`src/rtl/utf8d_pkg.sv`:
```
package utf8d_pkg;

    // replacement character returned on every error
    localparam logic [20:0] REPL_CHAR = 21'h00FFFD;

    // result status codes
    localparam logic [2:0] ST_OK      = 3'd0;
    localparam logic [2:0] ST_EMPTY   = 3'd1;
    localparam logic [2:0] ST_ILLEGAL = 3'd2;
    localparam logic [2:0] ST_TRUNC   = 3'd3;
    localparam logic [2:0] ST_BADCONT = 3'd4;
    localparam logic [2:0] ST_INVALID = 3'd5;

    localparam logic [2:0] MAX_AVAIL = 3'd4;

    // stage 1: window with its usable length and lead decode
    typedef struct packed {
        logic [7:0] b0;
        logic [7:0] b1;
        logic [7:0] b2;
        logic [7:0] b3;
        logic [2:0] avail;
        logic [2:0] need;
        logic [3:1] cont;
    } t_s1;

    // stage 2: classified request with the raw assembled value
    typedef struct packed {
        logic [20:0] cp;
        logic [2:0]  need;
        logic [2:0]  consumed;
        logic        written;
        logic [2:0]  status;
    } t_s2;

    typedef struct packed {
        logic [20:0] code_point;
        logic [2:0]  consumed;
        logic        point_written;
        logic [2:0]  status;
    } t_result;

    // sequence length from the lead byte, zero for an illegal lead
    function automatic logic [2:0] lead_length(input logic [7:0] b);
        logic [2:0] len;
        len = 3'd0;
        if (b[7] == 1'b0) begin
            len = 3'd1;
        end else if (b[7:5] == 3'b110) begin
            len = 3'd2;
        end else if (b[7:4] == 4'b1110) begin
            len = 3'd3;
        end else if (b[7:3] == 5'b11110) begin
            len = 3'd4;
        end
        return len;
    endfunction

    // shortest encoding length of a code point
    function automatic logic [2:0] encoded_length(input logic [20:0] cp);
        logic [2:0] len;
        len = 3'd1 + {2'b00, (cp > 21'h00007F)} + {2'b00, (cp > 21'h0007FF)}
            + {2'b00, (cp > 21'h00FFFF)};
        return len;
    endfunction

endpackage

```
`src/rtl/utf8d_if.sv`:
```
interface utf8d_in_if;
    logic       valid;
    logic       ready;
    logic [7:0] byte0;
    logic [7:0] byte1;
    logic [7:0] byte2;
    logic [7:0] byte3;
    logic [2:0] avail_len;

    modport source (output valid, output byte0, output byte1, output byte2,
                    output byte3, output avail_len, input ready);
    modport sink (input valid, input byte0, input byte1, input byte2,
                  input byte3, input avail_len, output ready);
endinterface

interface utf8d_out_if;
    logic        valid;
    logic        ready;
    logic [20:0] code_point;
    logic [2:0]  consumed;
    logic        point_written;
    logic [2:0]  status;

    modport source (output valid, output code_point, output consumed,
                    output point_written, output status, input ready);
    modport sink (input valid, input code_point, input consumed,
                  input point_written, input status, output ready);
endinterface

```
`src/rtl/utf8d_check.sv`:
```
module utf8d_check (
    input  utf8d_pkg::t_s2     i_s2,
    output utf8d_pkg::t_result o_res
);

    logic       w_too_big;
    logic       w_surrogate;
    logic       w_overlong;

    assign w_too_big   = (i_s2.cp > 21'h10FFFF);
    assign w_surrogate = (i_s2.cp >= 21'h00D800) && (i_s2.cp <= 21'h00DFFF);
    assign w_overlong  = (utf8d_pkg::encoded_length(i_s2.cp) < i_s2.need);

    always_comb begin
        o_res.code_point    = i_s2.cp;
        o_res.consumed      = i_s2.consumed;
        o_res.point_written = i_s2.written;
        o_res.status        = i_s2.status;
        // only a cleanly framed sequence still needs the value checks
        if ((i_s2.status == utf8d_pkg::ST_OK) && (w_too_big || w_surrogate || w_overlong)) begin
            o_res.code_point = utf8d_pkg::REPL_CHAR;
            o_res.consumed   = i_s2.need;
            o_res.status     = utf8d_pkg::ST_INVALID;
        end
    end

endmodule

```
`src/rtl/utf8_sequence_decoder.sv`:
```
// utf8 sequence decoder
// i_in carries one request per handshake: a window of four bytes (byte0 is
// the lead byte) and avail_len, the count of usable bytes; zero means the
// count is the position of the first zero byte, and counts above four act
// as four. o_out returns one result per request: the code point (U+FFFD on
// any error), the bytes consumed, point_written and a status code.
// the datapath is a three stage pipeline: length and lead decode, framing
// classification with value assembly, then the range and overlong check
// into the output register. a request accepted into the stage 1 register
// passes through the stage 2 register to the output register and is then
// offered on o_out; one request is taken every cycle while o_out is ready.
// when o_out is stalled each stage holds and a stage takes new data only
// where it is empty or the one ahead takes its contents, so nothing is lost
// or repeated and i_in.ready falls only once all three stages are full.
// i_rst_n is synchronous and active low; it empties the pipeline.
module utf8_sequence_decoder (
    input  logic               i_clk,
    input  logic               i_rst_n,
    utf8d_in_if.sink           i_in,
    utf8d_out_if.source        o_out
);

    // stage valid bits and payload registers
    logic                 r_v1;
    logic                 r_v2;
    logic                 r_v3;
    utf8d_pkg::t_s1       r_s1;
    utf8d_pkg::t_s2       r_s2;
    utf8d_pkg::t_result   r_out;

    utf8d_pkg::t_s1       n_s1;
    utf8d_pkg::t_s2       n_s2;
    utf8d_pkg::t_result   n_out;

    // a stage may load when it is empty or its contents move on
    logic                 w_rdy1;
    logic                 w_rdy2;
    logic                 w_rdy3;

    logic [2:0]           w_bad_pos;

    assign w_rdy3 = !r_v3 || o_out.ready;
    assign w_rdy2 = !r_v2 || w_rdy3;
    assign w_rdy1 = !r_v1 || w_rdy2;

    assign i_in.ready = w_rdy1;

    // stage 1: usable length, lead length and continuation flags
    always_comb begin
        n_s1.b0   = i_in.byte0;
        n_s1.b1   = i_in.byte1;
        n_s1.b2   = i_in.byte2;
        n_s1.b3   = i_in.byte3;
        n_s1.need = utf8d_pkg::lead_length(i_in.byte0);
        n_s1.cont = {(i_in.byte3[7:6] == 2'b10), (i_in.byte2[7:6] == 2'b10),
                     (i_in.byte1[7:6] == 2'b10)};
        if (i_in.avail_len == 3'd0) begin
            // length found from the zero terminator
            if (i_in.byte0 == 8'h00) begin
                n_s1.avail = 3'd0;
            end else if (i_in.byte1 == 8'h00) begin
                n_s1.avail = 3'd1;
            end else if (i_in.byte2 == 8'h00) begin
                n_s1.avail = 3'd2;
            end else if (i_in.byte3 == 8'h00) begin
                n_s1.avail = 3'd3;
            end else begin
                n_s1.avail = utf8d_pkg::MAX_AVAIL;
            end
        end else if (i_in.avail_len > utf8d_pkg::MAX_AVAIL) begin
            n_s1.avail = utf8d_pkg::MAX_AVAIL;
        end else begin
            n_s1.avail = i_in.avail_len;
        end
    end

    // first continuation byte that breaks the sequence, zero if none
    always_comb begin
        w_bad_pos = 3'd0;
        if ((r_s1.need >= 3'd2) && !r_s1.cont[1]) begin
            w_bad_pos = 3'd1;
        end else if ((r_s1.need >= 3'd3) && !r_s1.cont[2]) begin
            w_bad_pos = 3'd2;
        end else if ((r_s1.need == 3'd4) && !r_s1.cont[3]) begin
            w_bad_pos = 3'd3;
        end
    end

    // stage 2: framing errors and value assembly
    always_comb begin
        n_s2.need     = r_s1.need;
        n_s2.written  = 1'b1;
        n_s2.consumed = r_s1.need;
        n_s2.status   = utf8d_pkg::ST_OK;
        unique case (r_s1.need)
            3'd2:    n_s2.cp = {10'd0, r_s1.b0[4:0], r_s1.b1[5:0]};
            3'd3:    n_s2.cp = {5'd0, r_s1.b0[3:0], r_s1.b1[5:0], r_s1.b2[5:0]};
            3'd4:    n_s2.cp = {r_s1.b0[2:0], r_s1.b1[5:0], r_s1.b2[5:0],
                                r_s1.b3[5:0]};
            default: n_s2.cp = {13'd0, r_s1.b0};
        endcase
        if (r_s1.avail == 3'd0) begin
            // empty window writes nothing
            n_s2.cp       = 21'd0;
            n_s2.consumed = 3'd0;
            n_s2.written  = 1'b0;
            n_s2.status   = utf8d_pkg::ST_EMPTY;
        end else if (r_s1.need == 3'd0) begin
            n_s2.cp       = utf8d_pkg::REPL_CHAR;
            n_s2.consumed = 3'd1;
            n_s2.status   = utf8d_pkg::ST_ILLEGAL;
        end else if (r_s1.avail < r_s1.need) begin
            n_s2.cp       = utf8d_pkg::REPL_CHAR;
            n_s2.consumed = r_s1.avail;
            n_s2.status   = utf8d_pkg::ST_TRUNC;
        end else if (w_bad_pos != 3'd0) begin
            n_s2.cp       = utf8d_pkg::REPL_CHAR;
            n_s2.consumed = w_bad_pos;
            n_s2.status   = utf8d_pkg::ST_BADCONT;
        end
    end

    // stage 3: surrogate, range and overlong check
    utf8d_check u_check (
        .i_s2  (r_s2),
        .o_res (n_out)
    );

    always_ff @(posedge i_clk) begin
        if (!i_rst_n) begin
            r_v1 <= 1'b0;
            r_v2 <= 1'b0;
            r_v3 <= 1'b0;
        end else begin
            if (w_rdy1) begin
                r_v1 <= i_in.valid;
            end
            if (w_rdy2) begin
                r_v2 <= r_v1;
            end
            if (w_rdy3) begin
                r_v3 <= r_v2;
            end
        end
    end

    always_ff @(posedge i_clk) begin
        if (w_rdy1 && i_in.valid) begin
            r_s1 <= n_s1;
        end
        if (w_rdy2 && r_v1) begin
            r_s2 <= n_s2;
        end
        if (w_rdy3 && r_v2) begin
            r_out <= n_out;
        end
    end

    assign o_out.valid         = r_v3;
    assign o_out.code_point    = r_out.code_point;
    assign o_out.consumed      = r_out.consumed;
    assign o_out.point_written = r_out.point_written;
    assign o_out.status        = r_out.status;

endmodule

```
`src/flat_wrapper.sv`:
```
// flat-port wrapper written by rule: the top's interface ports become plain ports
module utf8_sequence_decoder_flat 
  (i_clk, i_rst_n, i_in_valid, i_in_byte0, i_in_byte1, i_in_byte2, i_in_byte3, i_in_avail_len, i_in_ready, o_out_valid, o_out_code_point, o_out_consumed, o_out_point_written, o_out_status, o_out_ready);
  utf8d_in_if i_in_i ();
  utf8d_out_if o_out_i ();
  input  logic i_clk;
  input  logic i_rst_n;
  input wire logic [$bits(i_in_i.valid)-1:0] i_in_valid;
  input wire logic [$bits(i_in_i.byte0)-1:0] i_in_byte0;
  input wire logic [$bits(i_in_i.byte1)-1:0] i_in_byte1;
  input wire logic [$bits(i_in_i.byte2)-1:0] i_in_byte2;
  input wire logic [$bits(i_in_i.byte3)-1:0] i_in_byte3;
  input wire logic [$bits(i_in_i.avail_len)-1:0] i_in_avail_len;
  output wire logic [$bits(i_in_i.ready)-1:0] i_in_ready;
  output wire logic [$bits(o_out_i.valid)-1:0] o_out_valid;
  output wire logic [$bits(o_out_i.code_point)-1:0] o_out_code_point;
  output wire logic [$bits(o_out_i.consumed)-1:0] o_out_consumed;
  output wire logic [$bits(o_out_i.point_written)-1:0] o_out_point_written;
  output wire logic [$bits(o_out_i.status)-1:0] o_out_status;
  input wire logic [$bits(o_out_i.ready)-1:0] o_out_ready;
  assign i_in_i.valid = i_in_valid;
  assign i_in_i.byte0 = i_in_byte0;
  assign i_in_i.byte1 = i_in_byte1;
  assign i_in_i.byte2 = i_in_byte2;
  assign i_in_i.byte3 = i_in_byte3;
  assign i_in_i.avail_len = i_in_avail_len;
  assign i_in_ready = i_in_i.ready;
  assign o_out_valid = o_out_i.valid;
  assign o_out_code_point = o_out_i.code_point;
  assign o_out_consumed = o_out_i.consumed;
  assign o_out_point_written = o_out_i.point_written;
  assign o_out_status = o_out_i.status;
  assign o_out_i.ready = o_out_ready;
  utf8_sequence_decoder u_core (.i_clk(i_clk), .i_rst_n(i_rst_n), .i_in(i_in_i), .o_out(o_out_i));
endmodule
```
`config.mk`:
```
export PLATFORM = sky130hd
export DESIGN_NAME = utf8_sequence_decoder_flat
export DESIGN_NICKNAME = d
export VERILOG_FILES = /design/src/rtl/utf8d_pkg.sv /design/src/rtl/utf8d_if.sv /design/src/rtl/utf8d_check.sv /design/src/rtl/utf8_sequence_decoder.sv /design/src/flat_wrapper.sv
export SDC_FILE = /design/constraint.sdc
export NUM_CORES = 1
export LEC_CHECK = 0
export BUFFER_PORTS_ARGS = -buffer_cell sky130_fd_sc_hd__buf_2
export CAP_MARGIN = 15
export CORE_AREA = 3 3 129 93
export DETAILED_ROUTE_END_ITERATION = 6
export DIE_AREA = 0 0 132 96
export PLACE_DENSITY = 0.7
export SYNTH_ARGS = -nofsm -noshare
export SYNTH_HDL_FRONTEND = slang
export SYNTH_SLANG_ARGS = --single-unit
```
`constraint.sdc`:
```
create_clock -name i_clk -period 4.5 [get_ports i_clk]
set_clock_uncertainty 0.2 [all_clocks]
set_input_delay 0.225 -clock i_clk [delete_from_list [all_inputs] [get_ports i_clk]]
set_output_delay 0.225 -clock i_clk [all_outputs]
set_load 0.01 [all_outputs]
```
After elaboration in Yosys (flattened, before gate mapping) --
Cells that the tools add are included.
Word-level totals: register bits after elaboration 97, input bits 39, output and inout bits 30, word-level logic and storage cells 103
Operators by class: $add $sub $neg 3, $lt $le $gt $ge 11, eq/ne operators 9, multiplexer cells 24, bitwise gates (word level) 1, reductions and logical operators 32
Operator list (number):
- one-hot mux 21 bit (3 select lines) | 1
- two-way mux 16 bit | 3
- two-way mux 3 bit | 13
- logical NOT 8 bit | 4
- >= comparator 21 x 16 -> 1 bit (second input constant) | 1
- greater-than comparator 21 x 11 -> 1 bit (second input constant) | 1
- greater-than comparator 21 x 16 -> 1 bit (second input constant) | 1
- greater-than comparator 21 bit (second input constant) | 1
- greater-than comparator 21 x 7 -> 1 bit (second input constant) | 1
- less-or-equal comparator 21 x 16 -> 1 bit (second input constant) | 1
- logical NOT 3 bit | 4
- two-way mux 2 bit | 5
- logical AND 1 bit | 8
- == test 2 bit (second input constant) | 3
- == test 3 x 2 -> 1 bit (second input constant) | 2
- == test 3 bit (second input constant) | 2
- >= comparator 3 x 2 -> 1 bit (second input constant) | 2
- logical NOT 1 bit | 6
- < comparator 3 bit | 2
- OR reduction 3 bit | 2
- == test 5 bit (second input constant) | 1
- logical OR 1 bit | 5
- == test 4 bit (second input constant) | 1
- OR reduction 4 bit | 1
- 8 further kinds | 9

Longest topological paths before layout --
depth after elaboration 9, mapped depth 14, depth with buffers taken out 13

Cells and area by module --
A second synthesis with hierarchy kept.
Unflattened totals: cells, all modules 306, area total of the unflattened synthesis 4332.9 um^2
By module, submodules not included:
- utf8_sequence_decoder | instances 1, cells each 252, area an instance 3930.0 um^2, seq. area each 2882.8 um^2
- utf8d_check | instances 1, cells each 54, area an instance 402.9 um^2, seq. area each 0.0 um^2

Worst setup path after synthesis --
No wires, ideal clock.
path type flip-flop to flip-flop, start register u_core.r_v3, in the netlist u_core.o_out.valid, end register u_core.r_s2[0] (netlist bit) (enable), setup time 467 ps, arrival 2821 ps, required time 3833 ps, setup slack 1012 ps, stages on the path, launching flop included 3, path buffers 0, clock period less this slack 3488 ps, cell sequence dfxtp_1 nor2b_1 a21boi_0
Between the ends: cells in the longest elaborated chain, start to end 4
Ends and longest elaborated chain:
- start, declared | RTL line utf8_sequence_decoder.sv:26 | logic r_v3;
- start signal, assigned | RTL line utf8_sequence_decoder.sv:142 | r_v3 <= r_v2;
- logical NOT 1 bit | RTL line utf8_sequence_decoder.sv:42 | assign w_rdy3 = !r_v3 || o_out.ready;
- logical OR 1 bit | RTL line utf8_sequence_decoder.sv:42
- logical OR 1 bit | RTL line utf8_sequence_decoder.sv:43 | assign w_rdy2 = !r_v2 || w_rdy3;
- logical AND 1 bit | RTL line utf8_sequence_decoder.sv:151 | if (w_rdy2 && r_v1) begin
- end signal, assigned | RTL line utf8_sequence_decoder.sv:152 | r_s2 <= n_s2;
- end, declared | RTL line utf8_sequence_decoder.sv:28 | utf8d_pkg::t_s2 r_s2;
No other way between the ends. A chain may end at the register's enable or synchronous reset.

Worst setup path after layout --
start register u_core.r_s2[29] (netlist bit), end register u_core.r_out, in the netlist u_core.o_out.code_point[2], data pin
Between the ends: cells in the longest elaborated chain, start to end 7, elaborated cells between the ends (all ways) 14, those cells by class 3 x add/sub; 7 x order compare; 4 x reduce/logical
Ends and longest elaborated chain:
- greater-than comparator 21 x 7 -> 1 bit | RTL line utf8d_pkg.sv:62 | len = 3'd1 + {2'b00, (cp > 21'h00007F)} + {2'b00, (cp > 21'h0007FF)}
- adder 1 x 1 -> 2 bit | RTL line utf8d_pkg.sv:62
- adder 2 x 1 -> 3 bit | RTL line utf8d_pkg.sv:62
- adder 3 x 1 -> 3 bit | RTL line utf8d_pkg.sv:63 | + {2'b00, (cp > 21'h00FFFF)};
- < comparator 3 bit | RTL line utf8d_check.sv:12 | assign w_overlong = (utf8d_pkg::encoded_length(i_s2.cp) < i_s2.need);
- logical OR 1 bit (*) | RTL line utf8d_check.sv:20 | if ((i_s2.status == utf8d_pkg::ST_OK) && (w_too_big || w_surrogate || w_overlong)) begin
- logical AND 1 bit (*) | RTL line utf8d_check.sv:20
- end signal, assigned | RTL line utf8_sequence_decoder.sv:155 | r_out <= n_out;
- end, declared | RTL line utf8_sequence_decoder.sv:29 | utf8d_pkg::t_result r_out;
Mark *: on every way between the ends. The rest lies on a longest branch, timed or not.

==> reports/metrics.yaml <==
clk_pin_slew_ns: 0.06
max_clock_freq_mhz: 264.4
ys_seq_elements: 97
synth_area_leader_cell: "edfxtp_1"
share_comb_of_total_power_pct: 10.9
crit_chain: "or4_4 -> nor2_1 -> nand3_1 -> nor2_1 -> ha_1 -> inv_1 -> ha_1 -> ha_1 -> ha_1 -> a31oi_1 -> o21ai_2 -> buf_4 -> or2b_1"
layout-area-overhead-vs-synth_pct: 26.04
crit_buf_inv: 2
total_leakage_power_nw: 1.916
post_synth.cell_area_avg_um2: 13.54
vias_in_the_first_global_route: 2940
clock_tree_from_tritoncts: "done"
hpwl_mm: 6.635
antenna_cells: 0
synth.yosys.seq_area_share_pct: 66.74
vias: 2921
die_span_x_um: 132
grt_antenna_before_repair: 0
final.setup.worst_slack_ns: 0.7173
maxSlewHeadroom_pct: 24.98
crit_path_frequent_cell: "ha_1"
share_seq_of_total_power_pct: 55.1
drt_first_pass_iters: 5
syn_nets: 365
hold_depth: 2
whs_ns: 0.01052
min_period_over_period_pct: 84.06
pwr-share-clk_pct: 34.0
worst-endpoint-required_ns: 4.39
placement.io_buffers: 68
netSwitchingFraction_pct: 23.31
final_common_cell: "edfxtp_1"
p_int_mw: 1.530
drive_above_1_share_pct: 23.00
p_total_mw: 1.995
r2r.worst_path.cells: 13
final_critical_path_time_including_i_o_delays_and_setup_ns: 3.783
core_area_um2: 10930
pin_count: 69
drt_first_iter_violations: 282
worst_path_largest_cell_delay_ns: 0.56
timing.final.max_slew_violations: 0
synth-main-ff-cell: "edfxtp_1"
syn_area_um2: 4319
status: "finished clean"
finalSetupViolCount: 0
cts_post_setup_buffers_inserted: 0
arrival_ns: 3.67
tritoncts_num_sinks: 97
post_drt_via_cell_ratio: 5.045
grt_start_max_net_pins: 36
clk-insertion-delay-late_ns: 0.34
cp-end-kind: "register"
critical_path_cell_count: 13
setup-tns-final_ns: 0
post-place-ws_ns: 0.6809
worst-setup-path-type: "register to register"
power.switching_mw: 0.4649
clock_tree.buffer_depth: 2
post_route_ant_nets: 0
postLayoutCoreUtil_pct: 49.81
detail_route.wl_per_cell_um: 16.20
largest_voltage_drop_on_the_vdd_net_uv: 272.1
powerDensity_nw_per_um2: 366.4
globalRouteTotalUtil_pct: 15.78
synthCells: 319
mostFrequentLayoutCells: "edfxtp_1, buf_2, dlygate4sd3_1"
tritoncts.num_buffers: 9
path_max_fanout: 17
synth_area_leaders: "edfxtp_1, mux2i_1, nand2b_1, ha_1, a21oi_1"
grt.overflow.total: 0
dieArea_um2: 12670
design.final.nets: 467
initial_core_util_pct: 39.51
number_of_resized_instances_in_the_post_cts_repair_step: 0
class_of_the_tightest_hold_or_removal_check: "input pin to register"
global_route_wire_length_before_repair_mm: 15.17
die-height_um: 96
clock-root-buffer: "clkbuf_16"
synth_top_area_share_pct: 65.35
async_reset_ff_share_pct: 0
rows: 32
maxCapViolations: 0
rsz_0062_raised_after_global_routing: "false"
synth_warnings: 0
timing_hold_violations_final: 0
cts_max_level: 3
drt_drc_violations_left: 0
synth_enable_flop_cells: 94
worst_pin_slew_ns: 1.125
routabilityCongestion: 0.8273
synth.lib_cells_used.distinct: 49
worst_setup_path_start_kind: "register"
route.final.wire_length_mm: 9.377
critical_path.slowest_cell: "or4_4"
crit_family: "simple AND/OR/NAND/NOR gates"
final timing paths:
check	from	to	slack [ns]
worst max-delay path	u_core.r_s2[29]	u_core.o_out.code_point[2]	0.72
worst min-delay path	i_in_byte3[7]	u_core.r_s1[2]	0.01
worst max register to register	u_core.r_s2[29]	u_core.o_out.code_point[2]	0.72
worst min register to register	u_core.r_s2[3]	u_core.o_out.point_written	0.22
routing by layer:
metal | wire length, µm | GRT usage, %
met1 | 4694 | 22.02
met4 | 92 | 6.556
met2 | 3994 | 23.04
met3 | 595 | 4.859
met5 | 0 | 0
cells in the mapped netlist (2+ instances only):
| library cell | number |
|---|---|
| o21ai_0 | 12 |
| a21boi_0 | 3 |
| mux2i_1 | 12 |
| mux2_1 | 3 |
| o22a_1 | 7 |
| nor4_1 | 7 |
| or2b_1 | 3 |
| o211ai_1 | 8 |
| nand2b_1 | 19 |
| o22ai_1 | 2 |
| nor3_1 | 6 |
| a21oi_1 | 17 |
| nand3_1 | 3 |
| o21a_1 | 2 |
| nand2_1 | 15 |
| buf_2 | 5 |
| dfxtp_1 | 3 |
| nand3b_1 | 2 |
| clkinv_1 | 2 |
| edfxtp_1 | 94 |
| nor2b_1 | 6 |
| and4_1 | 5 |
| a31oi_1 | 11 |
| clkbuf_1 | 7 |
| ha_1 | 7 |
| or4_1 | 3 |
| a211oi_1 | 2 |
| inv_1 | 10 |
| nor2_1 | 14 |
| a22oi_1 | 5 |
| and2_1 | 6 |
sequential cells by signal, summed over array words and instances, names as in the netlist:
| signal | flops |
|---|---|
| u_core.r_v2 | 1 |
| u_core.o_out.valid | 1 |
| u_core.r_s1 | 32 |
| u_core.r_s2 | 31 |
| u_core.o_out.point_written | 1 |
| u_core.r_v1 | 1 |
| u_core.n_s2 | 3 |
| u_core.o_out.status | 3 |
| u_core.o_out.consumed | 3 |
| u_core.o_out.code_point | 21 |
power groups by stage:
stage               clock network (mW)  logic [mW]  registers (mW)
floorplan                            0       0.132            1.10
global placement                     0       0.185            1.11
detailed placement                   0       0.193            1.12
CTS                              0.697       0.215            1.10
global route                     0.734       0.243            1.11
finish                           0.678       0.217            1.10
metrics by stage:
stage | std cells | instance area, µm²
floorplan | 319 | 4319
global placement | 530 | 4847
detailed placement | 530 | 4847
CTS | 578 | 5433
global route | 579 | 5444
finish | 579 | 5444
kinds of logic (layout without fill, tap and decap cells):
kind of cell | count (synthesis) | in the layout | synth area share, %
flip-flops | 97 | 97 | 66.74
AND/OR/NAND/NOR | 94 | 94 | 12.49
AO/OA/AOI/OAI | 78 | 78 | 12.17
buffers and inverters | 27 | 134 | 2.752
multiplexers | 16 | 16 | 3.824
adder cells (fa/ha/maj) | 7 | 7 | 2.028
timing repair:
item                       4_1_cts  5_1_grt
hold endpoints to repair        34        0
hold buffers                    32        0
setup endpoints to repair        0        0
area by class of cell:
cell class | count | area [µm²]
clock buffers | 11 | 232.7
clock inverters | 5 | 32.53
fillers | 920 | 5487
inverters | 12 | 45.04
multi-input cells | 195 | 1350
flip-flops and latches | 97 | 2883
well taps | 153 | 191.4
repair buffers | 106 | 709.4
(Power assumes the default switching activity.)
